### src/hdl/hntx_pkg.sv
`timescale 1ns / 1ps
// Package for the HDLC NRZI bit transmitter: command codes, queue item type,
// line constants and the CRC-16 bit step. No dependencies.
package hntx_pkg;

   typedef enum logic [1:0] {
      CMD_START = 2'd0,
      CMD_FLAG  = 2'd1,
      CMD_DATA  = 2'd2,
      CMD_FCS   = 2'd3
   } cmd_type;

   localparam int unsigned QUEUE_DEPTH = 2;
   localparam int unsigned LEFT_W      = 5;

   localparam logic [15:0]       CRC_POLY  = 16'h8408;
   localparam logic [15:0]       CRC_INIT  = 16'hFFFF;
   localparam logic [7:0]        FLAG_BYTE = 8'h7E;
   localparam logic [7:0]        BYTE_MASK = 8'hFF;
   localparam logic [LEFT_W-1:0] BYTE_BITS = 5'd8;
   localparam logic [LEFT_W-1:0] FCS_BITS  = 5'd16;
   localparam logic [2:0]        RUN_MAX   = 3'd7;
   localparam logic [2:0]        STUFF_RUN = 3'd5;

   // Classified command as it waits in the queue
   typedef struct packed {
      logic       is_start;
      logic       is_fcs;
      logic       upd_crc;
      logic       do_stuff;
      logic [7:0] bits;
   } item_type;

   // Reflected CRC-16, one bit
   function automatic logic [15:0] crc_bit(input logic [15:0] crc, input logic b);
      logic [15:0] c;
      c = {crc[15:1], crc[0] ^ b};
      if (c[0]) begin
         crc_bit = (c >> 1) ^ CRC_POLY;
      end else begin
         crc_bit = c >> 1;
      end
   endfunction

endpackage

### src/hdl/hntx_if.sv
`timescale 1ns / 1ps
// Valid/ready channel interfaces for the command and line-bit channels.
// Depends on nothing.
interface hntx_req_if;
   logic       valid;
   logic       ready;
   logic [1:0] command;
   logic [7:0] data_byte;

   modport source (output valid, output command, output data_byte, input ready);
   modport sink   (input valid, input command, input data_byte, output ready);
endinterface

interface hntx_rsp_if;
   logic valid;
   logic ready;
   logic tone;
   logic stuffed;
   logic last;

   modport source (output valid, output tone, output stuffed, output last, input ready);
   modport sink   (input valid, input tone, input stuffed, input last, output ready);
endinterface

### src/hdl/hdlc_nrzi_bit_transmitter_unit.sv
`timescale 1ns / 1ps
// HDLC NRZI bit transmitter. An accepted command goes into a queue slot and its first
// line bit is then computed by the back end and held in the output register.
// Throughput: one line bit per cycle while the receiver is ready, set by the serialiser;
// commands follow one another with no gap between them.
// Reset (synchronous): CRC 0xFFFF, ones run 0, tone 0, queue and output register empty.
// Depends on hntx_pkg, hntx_if, hntx_front, hntx_queue and hntx_back.
module hdlc_nrzi_bit_transmitter_unit #(
   parameter int unsigned QUEUE_DEPTH = hntx_pkg::QUEUE_DEPTH
) (
   input logic        clock,
   input logic        reset,
   hntx_req_if.sink   req_chan,
   hntx_rsp_if.source rsp_chan
);

   // Handshake between front end and queue
   logic               push;
   logic               push_ready;
   hntx_pkg::item_type push_item;

   // Handshake between queue and back end
   logic               pop;
   logic               head_valid;
   hntx_pkg::item_type head_item;

   // Accept commands whenever the queue has room and classify them
   hntx_front u_front (
      .req_chan   (req_chan),
      .push       (push),
      .push_item  (push_item),
      .push_ready (push_ready)
   );

   // Hold classified commands so the front end keeps accepting while bits go out
   hntx_queue #(
      .DEPTH (QUEUE_DEPTH)
   ) u_queue (
      .clock      (clock),
      .reset      (reset),
      .push       (push),
      .push_item  (push_item),
      .push_ready (push_ready),
      .pop        (pop),
      .head_valid (head_valid),
      .head_item  (head_item)
   );

   // Serialise: one bit per cycle unless stalled, insert stuff zeros, track CRC and tone;
   // the next command is picked up in the same cycle as the previous one's last bit drains
   hntx_back u_back (
      .clock      (clock),
      .reset      (reset),
      .head_valid (head_valid),
      .head_item  (head_item),
      .pop        (pop),
      .rsp_chan   (rsp_chan)
   );

endmodule

### src/hdl/hntx_front.sv
`timescale 1ns / 1ps
// Front end: accepts commands and classifies them into queue items.
// Depends on hntx_pkg and hntx_req_if.
module hntx_front (
   hntx_req_if.sink            req_chan,
   output logic                push,
   output hntx_pkg::item_type  push_item,
   input  logic                push_ready
);

   always_comb begin
      req_chan.ready     = push_ready;
      push               = req_chan.valid && push_ready;
      push_item.is_start = 1'b0;
      push_item.is_fcs   = 1'b0;
      push_item.upd_crc  = 1'b0;
      push_item.do_stuff = 1'b0;
      push_item.bits     = req_chan.data_byte;
      case (hntx_pkg::cmd_type'(req_chan.command))
         hntx_pkg::CMD_START: begin
            push_item.is_start = 1'b1;
         end
         hntx_pkg::CMD_FLAG: begin
            push_item.bits = hntx_pkg::FLAG_BYTE;
         end
         hntx_pkg::CMD_DATA: begin
            push_item.upd_crc  = 1'b1;
            push_item.do_stuff = 1'b1;
         end
         hntx_pkg::CMD_FCS: begin
            push_item.is_fcs   = 1'b1;
            push_item.do_stuff = 1'b1;
         end
         default: begin
            push_item.is_start = 1'b0;
         end
      endcase
   end

endmodule

### src/hdl/hntx_queue.sv
`timescale 1ns / 1ps
// Short FIFO of classified items between front and back end.
// Depends on hntx_pkg.
module hntx_queue #(
   parameter int unsigned DEPTH = hntx_pkg::QUEUE_DEPTH
) (
   input  logic               clock,
   input  logic               reset,
   input  logic               push,
   input  hntx_pkg::item_type push_item,
   output logic               push_ready,
   input  logic               pop,
   output logic               head_valid,
   output hntx_pkg::item_type head_item
);

   localparam int unsigned PTR_W = (DEPTH > 1) ? $clog2(DEPTH) : 1;
   localparam int unsigned CNT_W = $clog2(DEPTH + 1);
   localparam logic [PTR_W-1:0] LAST_PTR = PTR_W'(DEPTH - 1);
   localparam logic [CNT_W-1:0] FULL_CNT = CNT_W'(DEPTH);

   hntx_pkg::item_type slot_ff [DEPTH];
   logic [PTR_W-1:0] wr_ptr_ff, wr_ptr_in, rd_ptr_ff, rd_ptr_in;
   logic [CNT_W-1:0] count_ff, count_in;

   assign push_ready = (count_ff != FULL_CNT);
   assign head_valid = (count_ff != '0);
   assign head_item  = slot_ff[rd_ptr_ff];

   always_comb begin
      wr_ptr_in = wr_ptr_ff;
      rd_ptr_in = rd_ptr_ff;
      count_in  = count_ff;
      if (push) begin
         wr_ptr_in = (wr_ptr_ff == LAST_PTR) ? '0 : wr_ptr_ff + 1'b1;
      end
      if (pop) begin
         rd_ptr_in = (rd_ptr_ff == LAST_PTR) ? '0 : rd_ptr_ff + 1'b1;
      end
      if (push && !pop) begin
         count_in = count_ff + 1'b1;
      end else if (pop && !push) begin
         count_in = count_ff - 1'b1;
      end
   end

   always_ff @(posedge clock) begin
      if (reset) begin
         wr_ptr_ff <= '0;
         rd_ptr_ff <= '0;
         count_ff  <= '0;
      end else begin
         wr_ptr_ff <= wr_ptr_in;
         rd_ptr_ff <= rd_ptr_in;
         count_ff  <= count_in;
      end
   end

   always_ff @(posedge clock) begin
      if (push) begin
         slot_ff[wr_ptr_ff] <= push_item;
      end
   end

endmodule

### src/hdl/hntx_back.sv
`timescale 1ns / 1ps
// Back end: serialises queue items into NRZI line bits with stuffing and CRC.
// Depends on hntx_pkg and hntx_rsp_if.
module hntx_back (
   input  logic               clock,
   input  logic               reset,
   input  logic               head_valid,
   input  hntx_pkg::item_type head_item,
   output logic               pop,
   hntx_rsp_if.source         rsp_chan
);

   localparam int unsigned LW = hntx_pkg::LEFT_W;

   logic [15:0]   crc_ff, crc_in;
   logic [2:0]    ones_ff, ones_in;
   logic          tone_ff, tone_in;
   logic          busy_ff, busy_in;
   logic          pend_ff, pend_in;
   logic [15:0]   bits_ff, bits_in;
   logic [LW-1:0] left_ff, left_in;
   logic          upd_ff, upd_in;
   logic          stuff_ff, stuff_in;

   logic rsp_valid_ff, rsp_valid_in;
   logic rsp_tone_ff, rsp_tone_in;
   logic rsp_stuffed_ff, rsp_stuffed_in;
   logic rsp_last_ff, rsp_last_in;

   logic          advance, load, step;
   logic [15:0]   w_bits;
   logic [LW-1:0] w_left, left_dec;
   logic          w_upd, w_stuff;
   logic [2:0]    ones_inc;

   assign rsp_chan.valid   = rsp_valid_ff;
   assign rsp_chan.tone    = rsp_tone_ff;
   assign rsp_chan.stuffed = rsp_stuffed_ff;
   assign rsp_chan.last    = rsp_last_ff;

   always_comb begin
      advance = !rsp_valid_ff || rsp_chan.ready;
      load    = !busy_ff && !pend_ff && head_valid;
      step    = advance && (pend_ff || busy_ff || head_valid);
      pop     = advance && load;

      if (busy_ff) begin
         w_bits  = bits_ff;
         w_left  = left_ff;
         w_upd   = upd_ff;
         w_stuff = stuff_ff;
      end else begin
         w_bits  = head_item.is_fcs ? {~crc_ff[15:8], ~crc_ff[7:0]}
                                    : {8'h00, head_item.bits};
         w_left  = head_item.is_fcs ? hntx_pkg::FCS_BITS : hntx_pkg::BYTE_BITS;
         w_upd   = head_item.upd_crc;
         w_stuff = head_item.do_stuff;
      end
      left_dec = w_left - 1'b1;
      ones_inc = (ones_ff == hntx_pkg::RUN_MAX) ? ones_ff : ones_ff + 1'b1;

      crc_in   = crc_ff;
      ones_in  = ones_ff;
      tone_in  = tone_ff;
      busy_in  = busy_ff;
      pend_in  = pend_ff;
      bits_in  = bits_ff;
      left_in  = left_ff;
      upd_in   = upd_ff;
      stuff_in = stuff_ff;

      rsp_valid_in   = advance ? step : rsp_valid_ff;
      rsp_tone_in    = rsp_tone_ff;
      rsp_stuffed_in = rsp_stuffed_ff;
      rsp_last_in    = rsp_last_ff;

      if (step) begin
         if (pend_ff) begin
            tone_in        = !tone_ff;
            ones_in        = '0;
            pend_in        = 1'b0;
            busy_in        = (left_ff != '0);
            rsp_tone_in    = !tone_ff;
            rsp_stuffed_in = 1'b1;
            rsp_last_in    = (left_ff == '0);
         end else if (!busy_ff && head_item.is_start) begin
            crc_in         = hntx_pkg::CRC_INIT;
            ones_in        = '0;
            tone_in        = 1'b0;
            rsp_tone_in    = 1'b0;
            rsp_stuffed_in = 1'b0;
            rsp_last_in    = 1'b1;
         end else begin
            bits_in  = w_bits >> 1;
            left_in  = left_dec;
            upd_in   = w_upd;
            stuff_in = w_stuff;
            busy_in  = (left_dec != '0);
            if (w_upd) begin
               crc_in = hntx_pkg::crc_bit(crc_ff, w_bits[0]);
            end else if (load && head_item.is_fcs) begin
               crc_in = crc_ff >> 8;
            end
            rsp_stuffed_in = 1'b0;
            if (!w_bits[0]) begin
               tone_in     = !tone_ff;
               ones_in     = '0;
               rsp_tone_in = !tone_ff;
               rsp_last_in = (left_dec == '0);
            end else begin
               ones_in     = ones_inc;
               rsp_tone_in = tone_ff;
               if (w_stuff && ones_inc == hntx_pkg::STUFF_RUN) begin
                  pend_in     = 1'b1;
                  rsp_last_in = 1'b0;
               end else begin
                  rsp_last_in = (left_dec == '0);
               end
            end
         end
      end
   end

   always_ff @(posedge clock) begin
      if (reset) begin
         crc_ff       <= hntx_pkg::CRC_INIT;
         ones_ff      <= '0;
         tone_ff      <= 1'b0;
         busy_ff      <= 1'b0;
         pend_ff      <= 1'b0;
         rsp_valid_ff <= 1'b0;
      end else begin
         crc_ff       <= crc_in;
         ones_ff      <= ones_in;
         tone_ff      <= tone_in;
         busy_ff      <= busy_in;
         pend_ff      <= pend_in;
         rsp_valid_ff <= rsp_valid_in;
      end
   end

   always_ff @(posedge clock) begin
      bits_ff        <= bits_in;
      left_ff        <= left_in;
      upd_ff         <= upd_in;
      stuff_ff       <= stuff_in;
      rsp_tone_ff    <= rsp_tone_in;
      rsp_stuffed_ff <= rsp_stuffed_in;
      rsp_last_ff    <= rsp_last_in;
   end

endmodule
### src/flat_wrapper.sv
// flat-port wrapper written by rule: the top's interface ports become plain ports
module hdlc_nrzi_bit_transmitter_unit_flat 
#(
   parameter int unsigned QUEUE_DEPTH = hntx_pkg::QUEUE_DEPTH
)
  (clock, reset, req_chan_valid, req_chan_command, req_chan_data_byte, req_chan_ready, rsp_chan_valid, rsp_chan_tone, rsp_chan_stuffed, rsp_chan_last, rsp_chan_ready);
  hntx_req_if req_chan_i ();
  hntx_rsp_if rsp_chan_i ();
  input logic clock;
  input logic reset;
  input wire logic [$bits(req_chan_i.valid)-1:0] req_chan_valid;
  input wire logic [$bits(req_chan_i.command)-1:0] req_chan_command;
  input wire logic [$bits(req_chan_i.data_byte)-1:0] req_chan_data_byte;
  output wire logic [$bits(req_chan_i.ready)-1:0] req_chan_ready;
  output wire logic [$bits(rsp_chan_i.valid)-1:0] rsp_chan_valid;
  output wire logic [$bits(rsp_chan_i.tone)-1:0] rsp_chan_tone;
  output wire logic [$bits(rsp_chan_i.stuffed)-1:0] rsp_chan_stuffed;
  output wire logic [$bits(rsp_chan_i.last)-1:0] rsp_chan_last;
  input wire logic [$bits(rsp_chan_i.ready)-1:0] rsp_chan_ready;
  assign req_chan_i.valid = req_chan_valid;
  assign req_chan_i.command = req_chan_command;
  assign req_chan_i.data_byte = req_chan_data_byte;
  assign req_chan_ready = req_chan_i.ready;
  assign rsp_chan_valid = rsp_chan_i.valid;
  assign rsp_chan_tone = rsp_chan_i.tone;
  assign rsp_chan_stuffed = rsp_chan_i.stuffed;
  assign rsp_chan_last = rsp_chan_i.last;
  assign rsp_chan_i.ready = rsp_chan_ready;
  hdlc_nrzi_bit_transmitter_unit #(.QUEUE_DEPTH(QUEUE_DEPTH)) u_core (.clock(clock), .reset(reset), .req_chan(req_chan_i), .rsp_chan(rsp_chan_i));
endmodule
### config.mk
export PLATFORM = sky130hd
export DESIGN_NAME = hdlc_nrzi_bit_transmitter_unit_flat
export DESIGN_NICKNAME = d
export VERILOG_FILES = /design/src/hdl/hntx_pkg.sv /design/src/hdl/hntx_if.sv /design/src/hdl/hdlc_nrzi_bit_transmitter_unit.sv /design/src/hdl/hntx_front.sv /design/src/hdl/hntx_queue.sv /design/src/hdl/hntx_back.sv /design/src/flat_wrapper.sv
export SDC_FILE = /design/constraint.sdc
export NUM_CORES = 1
export LEC_CHECK = 0
export BUFFER_PORTS_ARGS = -buffer_cell sky130_fd_sc_hd__buf_2
export CAP_MARGIN = 20
export CORE_UTILIZATION = 30
export DETAILED_ROUTE_END_ITERATION = 10
export REMOVE_ABC_BUFFERS = 1
export SETUP_SLACK_MARGIN = 0.02
export SYNTH_ARGS = -nofsm -noshare
export SYNTH_HDL_FRONTEND = slang
export SYNTH_SLANG_ARGS = --single-unit
### constraint.sdc
create_clock -name clock -period 3.2 [get_ports clock]
set_input_delay 0.32 -clock clock [delete_from_list [all_inputs] [get_ports clock]]
set_output_delay 0.32 -clock clock [all_outputs]
set_load 0.01 [all_outputs]
==> results.tsv <==
stage	metric	value	unit
power_and_ir_drop	Sequential Power Share	40.2	%
synthesis	Synth Instances	332	
detailed_routing	DRC Markers	0	
sta	unrepaired setup endpoints after global routing	no	
synthesis	Post-synth EDFFs	49	
final_layout	Fill cells	1130	
synthesis	synth warn	0	
clock_network	worst skew pair latency	0.33	ns
worst_setup_path	crit path DAT	2.82	ns
worst_setup_path	Critical Path Start Type	flip-flop	
power_and_ir_drop	sw power	1560	uW
grt	GRT overflow	0	
final_layout	share of cells above drive strength 1	16.4	%
placed_design	port bufs	18	
synthesis	asr flop ratio synth	0	%
detailed_routing	Detailed Route Iter0 Violations	122	
run_status	status	finished, final reports clean	
placed_design	HPWL after DPL	4.81	mm
final_layout	Design Area, Final	4210	um^2
floorplan	Starting Density	31.4	%
clock_network	TritonCTS clock tree	done	
clock_network	Post-CTS Repair Setup Buffers	0	
floorplan	Die X-Extent	112	um
sta	fin. max-slew vios	0	
synthesis	Primary FF master, synth	edfxtp_1	
grt	initial antenna violation count	0	
detailed_routing	First-pass DRT Iterations	6	
synthesis	syn avg cell area	11.0	um^2
clock_network	clk root buf	clkbuf_16	
run	number of max-cap violations	0	
sta	Slew HR	49.7	%
final_layout	most common cell after layout, fill and taps aside	edfxtp_1	
worst_setup_path	worst path bufs/invs	1	
worst_setup_path	CP endpoint kind	flip-flop	
placed_design	Post-DP Area	3880	um^2
grt	Total Routing Usage GR	12.1	%
worst_setup_path	Max FO, Critical Path	16	
final_layout	final net count	368	
floorplan	core area	11600	um^2
worst_setup_path	critical path type	reg -> reg	
clock_network	Clock Sinks	77	
grt	number of global-route vias before repair	2357	
worst_setup_path	CP cell instances	mux2i_1 -> nor2_1 -> buf_4 -> o31ai_4 -> nand2b_1 -> a2bb2oi_1	
grt	first-pass GRT wire length	12.0	mm
power_and_ir_drop	peak supply drop	0.397	mV
clock_network	clock transition at the registers of the reported paths	0.06	ns
final_layout	Area Overhead vs Synth	15.5	%
worst_setup_path	WP data required	3.39	ns
floorplan	Boundary Pins	19	
final_layout	commonest non-fill, non-tap cells in the layout	49 x edfxtp_1, 36 x nand2_1, 27 x dfxtp_1	
synthesis	Seq cells post-synth	77	
worst_setup_path	Slowest Stage Delay on Critical Path	0.75	ns
sta	period utilization	82.2	%
placed_design	GPL Wtd Cong	0.801	
sta	Final Hold Violating Endpoints	0	
power_and_ir_drop	P_int	2840	uW
clock_network	Clock Path Buffers	2	
grt	largest net degree at the start of global routing	31	
power_and_ir_drop	Cell Pwr Density	1050	nW/um^2
hold_path	Min-Delay Path Class	in -> reg	
detailed_routing	ANT nets after route	0	
power_and_ir_drop	combinational power share	35.3	%
worst_setup_path	Top Family by Delay on Critical Path	flip-flops	
power_and_ir_drop	Clk pwr share	24.5	%
floorplan	Die Area	12600	um^2
clock_network	# resized after CTS	0	
clock_network	CTS H-tree lvls	3	
floorplan	Rows	39	
sta	f_max	0.380	GHz
final_layout	Antenna diodes	0	
sta	Least-Margin Pin Slew	0.752	ns
clock_network	cts bufs inserted	9	
worst_setup_path	Critical-path top delay cell	dfxtp_1	
synthesis	Mapped Area	3650	um^2
sta	final setup vio count	0	
sta	WHS	0.233	ns
sta	crit path time final	2.63	ns
floorplan	Die Y	112	um
detailed_routing	vias	2475	
power_and_ir_drop	LEAKAGE	0.00153	uW
detailed_routing	drt wl/cell	14.2	um
detailed_routing	Total Wirelength	7.07	mm
clock_network	number of buffers inserted by hold repair at cts	0	
power_and_ir_drop	Net Sw Frac	35.4	%
detailed_routing	drt via density	4.98	
sta	Post-Route Skew	0.00651	ns
synthesis	Cell variety after synth	51	
synthesis	register area share after synthesis	55.7	%
[stage by stage]
stage | utilization, % | total power (uW) | TNS [ns] | worst slack (ns) | cells
4_1_cts | 36.2 | 4430 | 0 | 0.536 | 496
3_3_place_gp | 33.4 | 3310 | 0 | 0.664 | 480
6_report | 36.3 | 4410 | 0 | 0.569 | 497
3_5_place_dp | 33.4 | 3340 | 0 | 0.545 | 480
2_1_floorplan | - | 2870 | -3.58 | -0.262 | 312
5_1_grt | 36.3 | 4710 | 0 | 0.270 | 497
[routing by layer]
metal / global-route usage (%) / vias to the layer above / routed length, um
met5: 0 / - / 0
met4: 4.80 / 0 / 94
met3: 2.92 / 7 / 256
met2: 17.9 / 43 / 3070
met1: 17.0 / 1167 / 3640
li1: - / 1258 / -
[synthesized netlist by cell type (2+ instances only)]
cell	count	area, um^2
a211o_1	6	52.6
a21o_1	2	15.0
a21oi_1	18	90.1
a2bb2oi_1	9	78.8
a31oi_1	2	12.5
and2_1	4	25.0
and3_1	2	12.5
buf_1	2	7.51
buf_6	2	22.5
clkbuf_1	15	56.3
dfxtp_1	28	561
edfxtp_1	49	1470
ha_1	5	62.6
inv_1	9	33.8
mux2_2	8	90.1
mux2i_1	11	110
nand2_1	36	135
nand2b_1	12	75.1
nand3_1	3	15.0
nor2_1	22	82.6
nor2b_1	2	12.5
nor3_1	13	65.1
nor3b_1	3	22.5
nor4_1	2	12.5
o21a_1	2	15.0
o21ai_0	21	105
o31ai_1	9	67.6
or2_2	2	12.5
or3_1	3	18.8
or4_1	3	22.5
xnor2_1	3	26.3
xor2_1	5	43.8
[state kept, by name (all words and copies together) (netlist names), named ones only]
signal and count:
u_core.u_queue.rd_ptr_ff 1, u_core.u_queue.wr_ptr_ff 1, u_core.u_back.pend_ff 1, u_core.u_queue.count_ff 2, u_core.u_back.rsp_chan.last 1, u_core.u_back.busy_ff 1, u_core.u_back.crc_ff 16, u_core.u_back.bits_ff 15
u_core.u_back.stuff_ff 1, u_core.u_back.rsp_chan.valid 1, u_core.u_back.upd_ff 1, u_core.u_back.tone_ff 1, u_core.u_back.left_ff 5, u_core.u_queue.slot_ff 24, u_core.u_back.rsp_chan.tone 1, u_core.u_back.rsp_chan.stuffed 1
u_core.u_back.ones_ff 3
[power groups by stage]
stage	Clock [uW]	Combinational, uW	Sequential [uW]
after CTS	1090	1560	1770
final	1080	1560	1770
after global routing	1140	1750	1820
after detailed placement	0	1550	1790
after floorplan	0	1100	1770
after global placement	0	1530	1780
[area by class of cell]
class	count	area (um^2)	share of cell area, %
repair buffers	26	150	3.57
well taps	143	179	4.25
inverters	10	40.0	0.951
multi-input cells	225	1490	35.3
clock buffers	13	283	6.72
clock inverters	3	40.0	0.951
flip-flops and latches	77	2030	48.3
[worst paths after layout]
path,start,endpoint,slack [ns],depth (start not counted)
setup / recovery,flip-flop,u_core.u_back.crc_ff[1],0.57,6
hold / removal,req_chan_command[1],u_core.u_queue.slot_ff[1][8],0.23,1
setup reg to reg,flip-flop,u_core.u_back.crc_ff[1],0.57,6
hold reg to reg,u_core.u_back.ones_ff[1],u_core.u_back.ones_ff[1],0.47,2
[cell families (layout without fill, tap and decap cells)]
kind of cell | after synthesis | count (layout) | synth area share (%)
flops | 77 | 77 | 55.7
compound gates | 80 | 80 | 15.0
simple gates | 111 | 111 | 15.5
buf+inv | 30 | 52 | 3.60
fa+ha+maj | 5 | 5 | 1.72
xor+xnor | 8 | 8 | 1.92
mux | 21 | 21 | 6.52
Power figures use the tool's default switching activity.
